### config.mk
export PLATFORM = sky130hd
export DESIGN_NAME = websocket_frame_deframer
export DESIGN_NICKNAME = d
export VERILOG_FILES = /design/src/wsd_pkg.sv /design/src/wsd_parser.sv /design/src/wsd_queue.sv /design/src/websocket_frame_deframer.sv
export SDC_FILE = /design/constraint.sdc
export NUM_CORES = 1
export LEC_CHECK = 0
export ABC_AREA = 1
export BUFFER_PORTS_ARGS = -buffer_cell sky130_fd_sc_hd__clkbuf_2
export CORE_MARGIN = 3
export CORE_UTILIZATION = 45
export CTS_BUF_LIST = sky130_fd_sc_hd__clkbuf_4
export DETAILED_ROUTE_END_ITERATION = 12
export PLACE_DENSITY_LB_ADDON = 0.25
export SETUP_SLACK_MARGIN = 0.1
export SYNTH_ARGS = -nofsm -noshare
export SYNTH_HDL_FRONTEND = slang
export SYNTH_SLANG_ARGS = --single-unit
### constraint.sdc
create_clock -name clock -period 16 [get_ports clock]
set_clock_uncertainty 0.2 [all_clocks]
set_input_delay 2.4 -clock clock [delete_from_list [all_inputs] [get_ports clock]]
set_output_delay 2.4 -clock clock [all_outputs]
set_load 0.005 [all_outputs]
### src/wsd_pkg.sv
// Shared types and constants of the WebSocket frame deframer.
package wsd_pkg;

   // parser phases
   localparam logic [2:0] PH_HDR0    = 3'd0;
   localparam logic [2:0] PH_HDR1    = 3'd1;
   localparam logic [2:0] PH_EXTLEN  = 3'd2;
   localparam logic [2:0] PH_KEY     = 3'd3;
   localparam logic [2:0] PH_PAYLOAD = 3'd4;

   localparam logic [6:0] LEN_CODE_16 = 7'd126;
   localparam logic [6:0] LEN_CODE_64 = 7'd127;
   localparam logic [3:0] OP_CONT     = 4'h0;
   localparam logic [3:0] EXT_BYTES_16 = 4'd2;
   localparam logic [3:0] EXT_BYTES_64 = 4'd8;
   localparam logic [3:0] KEY_BYTES    = 4'd4;

   localparam int QUEUE_DEPTH = 4;

   typedef struct packed {
      logic       length_error;
      logic [3:0] message_opcode;
      logic       end_of_message;
      logic       has_data;
      logic [7:0] payload_byte;
   } result_type;

endpackage

### src/wsd_parser.sv
// Front end: header parser, length check and payload unmasking, one byte per cycle.
module wsd_parser #(
   parameter int LENGTH_BITS = 64
) (
   input  logic                clock,
   input  logic                reset,
   input  logic                csr_wr_en,
   input  logic [30:0]         csr_wr_data,
   input  logic                in_valid,
   input  logic [7:0]          in_byte,
   output logic                res_valid,
   output wsd_pkg::result_type res
);
   import wsd_pkg::*;

   localparam int CMP_W = (LENGTH_BITS > 31) ? LENGTH_BITS : 31;

   logic [30:0]            max_len_ff;
   logic [2:0]             phase_ff, phase_in;
   logic                   final_ff, final_in;
   logic                   masked_ff, masked_in;
   logic [3:0]             left_ff, left_in;
   logic [LENGTH_BITS-1:0] rem_ff, rem_in;
   logic [31:0]            key_ff, key_in;
   logic [1:0]             pos_ff, pos_in;
   logic [3:0]             op_ff, op_in;
   logic                   stopped_ff, stopped_in;

   logic                   hdr_done;
   logic                   too_long;
   logic [LENGTH_BITS-1:0] len_val;
   logic [7:0]             key_byte;

   always_comb begin
      phase_in   = phase_ff;
      final_in   = final_ff;
      masked_in  = masked_ff;
      left_in    = left_ff;
      rem_in     = rem_ff;
      key_in     = key_ff;
      pos_in     = pos_ff;
      op_in      = op_ff;
      stopped_in = stopped_ff;
      hdr_done   = 1'b0;
      too_long   = 1'b0;
      len_val    = rem_ff;
      res_valid  = 1'b0;
      res        = '0;
      res.message_opcode = op_ff;

      case (pos_ff)
         2'd0:    key_byte = key_ff[31:24];
         2'd1:    key_byte = key_ff[23:16];
         2'd2:    key_byte = key_ff[15:8];
         default: key_byte = key_ff[7:0];
      endcase

      if (in_valid && !stopped_ff) begin
         case (phase_ff)
            PH_HDR0: begin
               final_in = in_byte[7];
               if (in_byte[3:0] != OP_CONT) op_in = in_byte[3:0];
               phase_in = PH_HDR1;
            end
            PH_HDR1: begin
               masked_in = in_byte[7];
               if (in_byte[6:0] == LEN_CODE_16 || in_byte[6:0] == LEN_CODE_64) begin
                  left_in  = (in_byte[6:0] == LEN_CODE_64) ? EXT_BYTES_64 : EXT_BYTES_16;
                  rem_in   = '0;
                  phase_in = PH_EXTLEN;
               end else begin
                  len_val = LENGTH_BITS'(in_byte[6:0]);
                  rem_in  = len_val;
                  if (in_byte[7]) begin
                     left_in  = KEY_BYTES;
                     phase_in = PH_KEY;
                  end else begin
                     hdr_done = 1'b1;
                  end
               end
            end
            PH_EXTLEN: begin
               // saturate once the value would shift out of range
               if (|rem_ff[LENGTH_BITS-1 -: 8]) len_val = '1;
               else                             len_val = {rem_ff[LENGTH_BITS-9:0], in_byte};
               rem_in  = len_val;
               left_in = left_ff - 4'd1;
               if (left_ff == 4'd1) begin
                  if (masked_ff) begin
                     left_in  = KEY_BYTES;
                     phase_in = PH_KEY;
                  end else begin
                     hdr_done = 1'b1;
                  end
               end
            end
            PH_KEY: begin
               key_in  = {key_ff[23:0], in_byte};
               left_in = left_ff - 4'd1;
               if (left_ff == 4'd1) hdr_done = 1'b1;
            end
            PH_PAYLOAD: begin
               pos_in = pos_ff + 2'd1;
               if (rem_ff != '0) rem_in = rem_ff - LENGTH_BITS'(1);
               res_valid        = 1'b1;
               res.has_data     = 1'b1;
               res.payload_byte = masked_ff ? (in_byte ^ key_byte) : in_byte;
               if (rem_in == '0) begin
                  res.end_of_message = final_ff;
                  phase_in           = PH_HDR0;
               end
            end
            default: phase_in = PH_HDR0;
         endcase

         if (hdr_done) begin
            pos_in   = 2'd0;
            left_in  = 4'd0;
            too_long = (max_len_ff != '0) && (CMP_W'(len_val) > CMP_W'(max_len_ff));
            if (too_long) begin
               stopped_in       = 1'b1;
               phase_in         = PH_HDR0;
               res_valid        = 1'b1;
               res.length_error = 1'b1;
            end else if (len_val == '0) begin
               phase_in = PH_HDR0;
               if (final_ff) begin
                  res_valid          = 1'b1;
                  res.end_of_message = 1'b1;
               end
            end else begin
               phase_in = PH_PAYLOAD;
            end
         end
      end
   end

   always_ff @(posedge clock) begin
      if (reset) begin
         max_len_ff <= '0;
         phase_ff   <= PH_HDR0;
         op_ff      <= '0;
         stopped_ff <= 1'b0;
      end else begin
         if (csr_wr_en) max_len_ff <= csr_wr_data;
         phase_ff   <= phase_in;
         op_ff      <= op_in;
         stopped_ff <= stopped_in;
      end
   end

   always_ff @(posedge clock) begin
      final_ff  <= final_in;
      masked_ff <= masked_in;
      left_ff   <= left_in;
      rem_ff    <= rem_in;
      key_ff    <= key_in;
      pos_ff    <= pos_in;
   end

endmodule

### src/wsd_queue.sv
// Back end: small result queue that drives the output channel.
module wsd_queue (
   input  logic                clock,
   input  logic                reset,
   input  logic                push,
   input  wsd_pkg::result_type push_data,
   output logic                not_full,
   output logic                out_valid,
   input  logic                out_ready,
   output wsd_pkg::result_type out_data
);
   import wsd_pkg::*;

   localparam int PTR_W = $clog2(QUEUE_DEPTH);
   localparam int CNT_W = $clog2(QUEUE_DEPTH + 1);

   result_type       entry_ff [QUEUE_DEPTH];
   logic [PTR_W-1:0] wr_ptr_ff, wr_ptr_in;
   logic [PTR_W-1:0] rd_ptr_ff, rd_ptr_in;
   logic [CNT_W-1:0] count_ff, count_in;
   logic             pop;

   assign not_full  = (count_ff != CNT_W'(QUEUE_DEPTH));
   assign out_valid = (count_ff != '0);
   assign out_data  = entry_ff[rd_ptr_ff];
   assign pop       = out_valid && out_ready;

   always_comb begin
      wr_ptr_in = push ? wr_ptr_ff + PTR_W'(1) : wr_ptr_ff;
      rd_ptr_in = pop  ? rd_ptr_ff + PTR_W'(1) : rd_ptr_ff;
      count_in  = count_ff;
      if (push && !pop)      count_in = count_ff + CNT_W'(1);
      else if (pop && !push) count_in = count_ff - CNT_W'(1);
   end

   always_ff @(posedge clock) begin
      if (reset) begin
         wr_ptr_ff <= '0;
         rd_ptr_ff <= '0;
         count_ff  <= '0;
      end else begin
         wr_ptr_ff <= wr_ptr_in;
         rd_ptr_ff <= rd_ptr_in;
         count_ff  <= count_in;
      end
   end

   always_ff @(posedge clock) begin
      if (push) entry_ff[wr_ptr_ff] <= push_data;
   end

endmodule

### src/websocket_frame_deframer.sv
// WebSocket frame deframer (receive side): top level.
//
// Usage: frame stream bytes enter on req_* one word per cycle while
// req_tready is high. The parser reads the header (FIN/opcode, mask bit and
// length, extended length, masking key), then emits each payload byte
// unmasked on rsp_*. A frame with FIN marks its last word with rsp_tlast;
// a zero-length FIN frame gives a marker word with has_data low. A frame
// longer than the nonzero limit in csr_wr_data gives one error word, and
// all later bytes are dropped until reset. Each result is written into the
// queue before it appears on rsp_*. Throughput: one byte per cycle while
// the queue has room; the parser updates its state once per byte, and a
// four-word queue separates it from the output side. Reset (synchronous)
// clears the limit, the stop flag, the parser phase, the opcode and the
// queue. When the receiver stalls, the queue fills and req_tready drops
// once four results are waiting; header bytes still need a free slot.
module websocket_frame_deframer #(
   parameter int LENGTH_BITS = 64
) (
   input  logic        clock,
   input  logic        reset,
   input  logic        csr_wr_en,
   input  logic [30:0] csr_wr_data,   // max_frame_length
   input  logic        req_tvalid,
   output logic        req_tready,
   input  logic [7:0]  req_tdata,     // rx_byte
   output logic        rsp_tvalid,
   input  logic        rsp_tready,
   output logic [7:0]  rsp_tdata,     // payload_byte
   output logic [5:0]  rsp_tuser,     // has_data, message_opcode[3:0], length_error
   output logic        rsp_tlast      // end_of_message
);
   import wsd_pkg::*;

   logic       accept;
   logic       res_valid;
   result_type res;
   result_type head;

   assign accept = req_tvalid && req_tready;

   wsd_parser #(.LENGTH_BITS(LENGTH_BITS)) u_parser (
      .clock       (clock),
      .reset       (reset),
      .csr_wr_en   (csr_wr_en),
      .csr_wr_data (csr_wr_data),
      .in_valid    (accept),
      .in_byte     (req_tdata),
      .res_valid   (res_valid),
      .res         (res)
   );

   wsd_queue u_queue (
      .clock     (clock),
      .reset     (reset),
      .push      (res_valid),
      .push_data (res),
      .not_full  (req_tready),
      .out_valid (rsp_tvalid),
      .out_ready (rsp_tready),
      .out_data  (head)
   );

   assign rsp_tdata = head.payload_byte;
   assign rsp_tuser = {head.length_error, head.message_opcode, head.has_data};
   assign rsp_tlast = head.end_of_message;

endmodule

======== Word-level counts from Yosys, hierarchy flattened ========
Memory sizes are Yosys's and may differ from the RTL's. A register that Yosys moved wholly into a read port is not among the register bits.
Cells that the tools add are included.
word-level totals
  memories kept ........................... 1
  bits in latches ......................... 0
  register bits ........................... 150
  logic and storage cells ................. 126
  bits in writable memories ............... 60
  memory bits (read-only) ................. 0
  input port bits ......................... 44
  output and inout port bits .............. 17
memories
  name              words  width  read ports  clocked after Yosys merged registers in  wr ports  RTL line         text
  u_queue.entry_ff  4      15     1           1                                        1         wsd_queue.sv:17  result_type entry_ff [QUEUE_DEPTH];
cells by class
  mux-type cells .......................... 56
  order comparisons ....................... 1
  add/sub/neg operators ................... 7
  $mul .................................... 0
  equal/unequal tests ..................... 15
  bitwise gates (word level) .............. 1
  div/mod/pow operators ................... 0
  reduce and logical (&&, ||, !) cells .... 32
  shift operators ......................... 0
operator list
  cell                                                    number
  2-to-1 mux 64 bit                                       6
  one-hot mux 64 bit (3 select lines)                     1
  logical NOT 64 bit                                      2
  one-hot mux 64 bit (2 select lines)                     1
  > comparator 64 x 31 -> 1 bit                           1
  nonzero test 64 bit                                     1
  subtractor 64 x 1 -> 64 bit (second input constant)     1
  nonzero test 31 bit                                     1
  2-to-1 mux 3 bit                                        10
  one-hot mux 8 bit (3 select lines)                      1
  2-to-1 mux 1 bit                                        22
  2-to-1 mux 10 bit                                       2
  2-to-1 mux 4 bit                                        5
  one-hot mux 3 bit (5 select lines)                      1
  equality test 7 bit (second input constant)             2
  one-hot mux 4 bit (3 select lines)                      1
  AND reduction 2 bit                                     5
  inequality test 3 x 1 -> 1 bit (second input constant)  3
  AND reduction 3 bit                                     3
  2-to-1 mux 8 bit                                        1
  nonzero test 4 bit                                      2
  OR reduction 8 bit                                      1
  XOR 8 bit                                               1
  2-to-1 mux 7 bit                                        1
  23 further kinds                                        37

======== Longest topological paths before layout ========
  depth in word-level cells ............... 14
  mapped depth ............................ 34
  mapped depth without buffers ............ 32

======== By module ========
From an unflattened synthesis, not the netlist that was laid out.
unflattened totals
  cells, all modules ...................... 1690
  area total of the unflattened synthesis .. 13121.3 um2
modules (own cells, without submodules)
  module                    cells an instance  instances  area each (um2)  seq. area each (um2)
  wsd_parser                1480               1          10311.1          3903.7
  wsd_queue                 208                1          2802.7           1981.9
  websocket_frame_deframer  2                  1          7.5              0.0

======== Least setup slack after synthesis ========
No wires, ideal clock.
  path type ............................... input to register
  start ................................... in req_tvalid
  end ..................................... reg u_parser.rem_ff[0], enable pin
  arrival time ............................ 5.750 ns
  cell stages on the path ................. 2
  path buffers ............................ 0
  path slack .............................. 9.543 ns
  required time ........................... 15.293 ns
  setup time .............................. 0.507 ns
  cells stage by stage .................... nand3_1 > a21oi_1
on the way
  cells in the longest elaborated chain, start to end .. 3
RTL lines
  what                           RTL line                        text
  start: declaration             websocket_frame_deframer.sv:23  input logic req_tvalid,
  logical AND 1 bit              websocket_frame_deframer.sv:39  assign accept = req_tvalid && req_tready;
  logical AND 1 bit              wsd_parser.sv:58                if (in_valid && !stopped_ff) begin
  AND reduction 2 bit (no line)  --
  end signal: assignment         wsd_parser.sv:156               rem_ff <= rem_in;
  end: declaration               wsd_parser.sv:23                logic [LENGTH_BITS-1:0] rem_ff, rem_in;
Every way passes these cells.
A chain may end at the register's enable or synchronous reset.

======== Worst setup path in the final report ========
  start ................................... in req_tdata[2]
  end ..................................... reg u_queue.count_ff[2]
on the way
  cells in the longest elaborated chain, start to end .. 13
RTL lines
  what                                                                        RTL line                              text
  start: declaration                                                          websocket_frame_deframer.sv:25        input logic [7:0] req_tdata,
  equality test 7 bit                                                         wsd_parser.sv:67                      if (in_byte[6:0] == LEN_CODE_16 || in_byte[6:0] == LEN_CODE_64) begin
  logical OR 1 bit                                                            wsd_parser.sv:67
  2-to-1 mux 64 bit                                                           wsd_parser.sv:67
  one-hot mux 64 bit (2 select lines)                                         wsd_parser.sv:59                      case (phase_ff)
  2-to-1 mux 64 bit                                                           wsd_parser.sv:58
  > comparator 64 x 31 -> 1 bit / logical NOT 64 bit (equally long branches)  wsd_parser.sv:119, wsd_parser.sv:125
  logical AND 1 bit / 2-to-1 mux 1 bit (equally long branches)                wsd_parser.sv:119, wsd_parser.sv:125
  2-to-1 mux 1 bit                                                            wsd_parser.sv:120                     if (too_long) begin
  2-to-1 mux 1 bit *                                                          wsd_parser.sv:116                     if (hdr_done) begin
  2-to-1 mux 1 bit *                                                          wsd_parser.sv:58
  named net res_valid                                                         websocket_frame_deframer.sv:35        logic res_valid;
  logical NOT 1 bit                                                           wsd_queue.sv:33                       else if (pop && !push) count_in = count_ff - CNT_W'(1);
  logical AND 1 bit                                                           wsd_queue.sv:33
  nonzero test 2 bit (no line)                                                --
  end signal: assignment                                                      wsd_queue.sv:44                       count_ff <= count_in;
  end: declaration                                                            wsd_queue.sv:20                       logic [CNT_W-1:0] count_ff, count_in;
The timed path passes the listed nets; every way through them passes the cells marked *. The select of a mux whose other input is x is not followed.

==> out/summary.txt <==
Leading cell type in the layout, fill and taps excluded - nand2_1
CTS Buf Count - 56
Gr usage total - 27.39%
Post-CTS setup buffer count - 0
First-pass GRT wire length - 66.76 mm
Synth Cell Area - 13230 µm²
Count of final setup violators - 0
CP most frequent cell - nand2_1
Asr flop ratio synth - 0%
Yosys reg bits - 212
Fin Setup TNS - 0 ps
Antenna violations before repair - 1
Worst R2R Setup Slack - 10750 ps
Num rows - 62
Most frequent cells in the layout - 360 x nand2_1, 258 x nor2_1, 189 x inv_1
CP Launch Type - input pin
Port-buffer cells - 60
Area grow syn2layout - 10.06%
Grt total ovfl - 0
Post-synth top flop - edfxtp_1
# DRC - 0
Crit path max-delay family - simple AND/OR/NAND/NOR gates
CP Capture Type - register
Post-CTS sizing - 0
Run status - finished clean
Tmin final - 6244 ps
Worst Hold Class - register to register
P_leak - 5.869 nW
Max frequency - 160.1 MHz
Final hold violations - 0
DRT iter0 DRCs - 1373
CTS tree - built
WP data arrival - 6630 ps
Worst Path Required - 16390 ps
Slowest-stage cell, CP - fa_1
CP bufs+invs - 6
Measured slew at the worst slew-check pin - 1076 ps
HPWL after DPL - 32.63 mm
Fraction of layout cells with a size suffix above 1 - 12.16%
I/O pin count - 61
Max Slew Vio Count - 0
Clock Path Buffers - 3
Max Cap Violations - 0
Core Area - 28860 µm²
Hold-fix buffer count after cts - 0
Reg clk slew, reported paths - 70 ps
Hold slack final - 238.8 ps
Largest net degree at the start of global routing - 65
Register area share after synthesis - 44.49%
Detailed Routing Iterations Pass 1 - 5
Die Wd - 177.5 µm
Post-synth EDFFs - 164
Vias in the first global route - 12000
PD cells - 139.8 nW/µm²
Die ar. - 31490 µm²
Synth warn - 0
Die Ht - 177.5 µm
Via count - 12830
Fin crit share - 39.03%
FF+latch area - 5886 µm²
Critical path fanouts, max - 30
RSZ-0062 raised after global routing - no
Clk_lat worst skew - 710 ps
CTS sink cnt - 212
Post-route ant nets - 0
WS Path Type - input pin to register
WL final - 43.70 mm
Syn nets - 1828
Multi-input gate area - 6299 µm²
Routed vias/inst - 5.718
Fill count - 2890
Clk root buf - clkbuf_4
CTS HTree Levels - 2
Post-layout net count - 1902
RePlAce Congestion - 0.9929
VDD IR max - 0.05899 mV
Relative slew slack - 28.20%
Final Power - 0.002035 W
Synth Area per Inst - 7.606 µm²
Post-Synthesis Cells - 1739
Drt wl/cell - 19.48 µm
Initial Util - 45.84%
Synth cell types - 44
Slowest stage delay, CP - 380 ps
stage by stage:
step | util, % | setup slack (ps) | instances | area, µm²
global placement | 47.91 | 9222 | 2139 | 13820
detailed placement | 47.91 | 9150 | 2139 | 13820
global route | 50.45 | 9441 | 2243 | 14560
floorplan | - | 9543 | 1739 | 13230
finish | 50.45 | 9756 | 2243 | 14560
CTS | 50.44 | 9871 | 2242 | 14560
where the power goes:
| group | internal (W) | switching [W] |
|---|---|---|
| combinational | 0.000238 | 0.000530 |
| clock | 0.000252 | 0.000229 |
| sequential | 0.000698 | 0.0000878 |
| total | 0.00119 | 0.000847 |
worst paths after layout:
check / startpoint / to / cells past startpoint
setup / recovery: req_tdata[2] / u_queue.count_ff[2] / 29
hold / removal: u_parser.key_ff[5] / u_parser.key_ff[13] / 0
setup reg to reg: u_parser.phase_ff[1] / u_queue.count_ff[2] / 27
hold reg to reg: u_parser.key_ff[5] / u_parser.key_ff[13] / 0
state kept, by name (all words and copies together), names as in the netlist, named ones only:
signal / flops
u_queue.entry_ff: 60
u_parser.phase_ff: 3
u_parser.op_ff: 4
u_parser.left_ff: 4
u_parser.stopped_ff: 1
u_parser.rem_ff: 64
u_parser.masked_ff: 1
u_parser.pos_ff: 2
u_parser.final_ff: 1
u_parser.key_ff: 32
u_queue.count_ff: 3
u_queue.wr_ptr_ff: 2
u_parser.max_len_ff: 31
u_queue.rd_ptr_ff: 2
synthesized netlist by cell type (2+ instances only):
cell type,instances,area [µm²]
nand2_1,360,1351
nand4_1,27,168.9
inv_2,11,41.29
nor2_4,6,67.56
o22ai_1,16,100.1
o21ai_0,173,865.8
a21oi_1,98,490.5
clkinv_1,3,11.26
buf_6,8,90.09
o211ai_1,12,90.09
dfxtp_1,48,960.9
nor2_1,258,968.4
nor2_2,17,106.4
o21ai_1,47,235.2
nand2_2,12,75.07
nor3b_1,2,15.01
nor3_1,16,80.08
inv_1,189,709.4
buf_4,3,22.52
xor2_1,13,113.9
nand3_2,4,40.04
edfxtp_1,164,4925
buf_1,5,18.77
clkbuf_1,31,116.4
a31oi_1,12,75.07
nor4_1,5,31.28
nor3_2,2,20.02
o21bai_1,17,127.6
nand3_1,114,570.6
buf_2,9,45.04
ha_1,44,550.5
per-layer routing:
| metal | part of all wire [%] | vias to the layer above | track usage, % |
|---|---|---|---|
| met3 | 9.7 | 97 | 5.477 |
| met2 | 45 | 652 | 43.17 |
| met4 | 3.9 | 0 | 10.57 |
| li1 | - | 6065 | - |
| met5 | 0 | - | 0 |
| met1 | 41 | 6012 | 37.20 |
cells by family after synthesis:
kind of cell	synth area share, %
compound gates	15.31
xor+xnor	0.9270
fa+ha+maj	4.313
buf+inv	8.012
flops	44.49
simple gates	26.94
layout make-up:
class / count / area share, %
Multi-Input combinational cell: 1267 / 43.26
Sequential cell: 212 / 40.43
Inverter: 203 / 5.234
Clock buffer: 89 / 4.589
Tap cell: 384 / 3.300
Timing Repair Buffer: 73 / 2.733
Clock inverter: 14 / 0.4383
Antenna cell: 1 / 0.01719
Note: power is estimated with default switching activity, not from simulation.
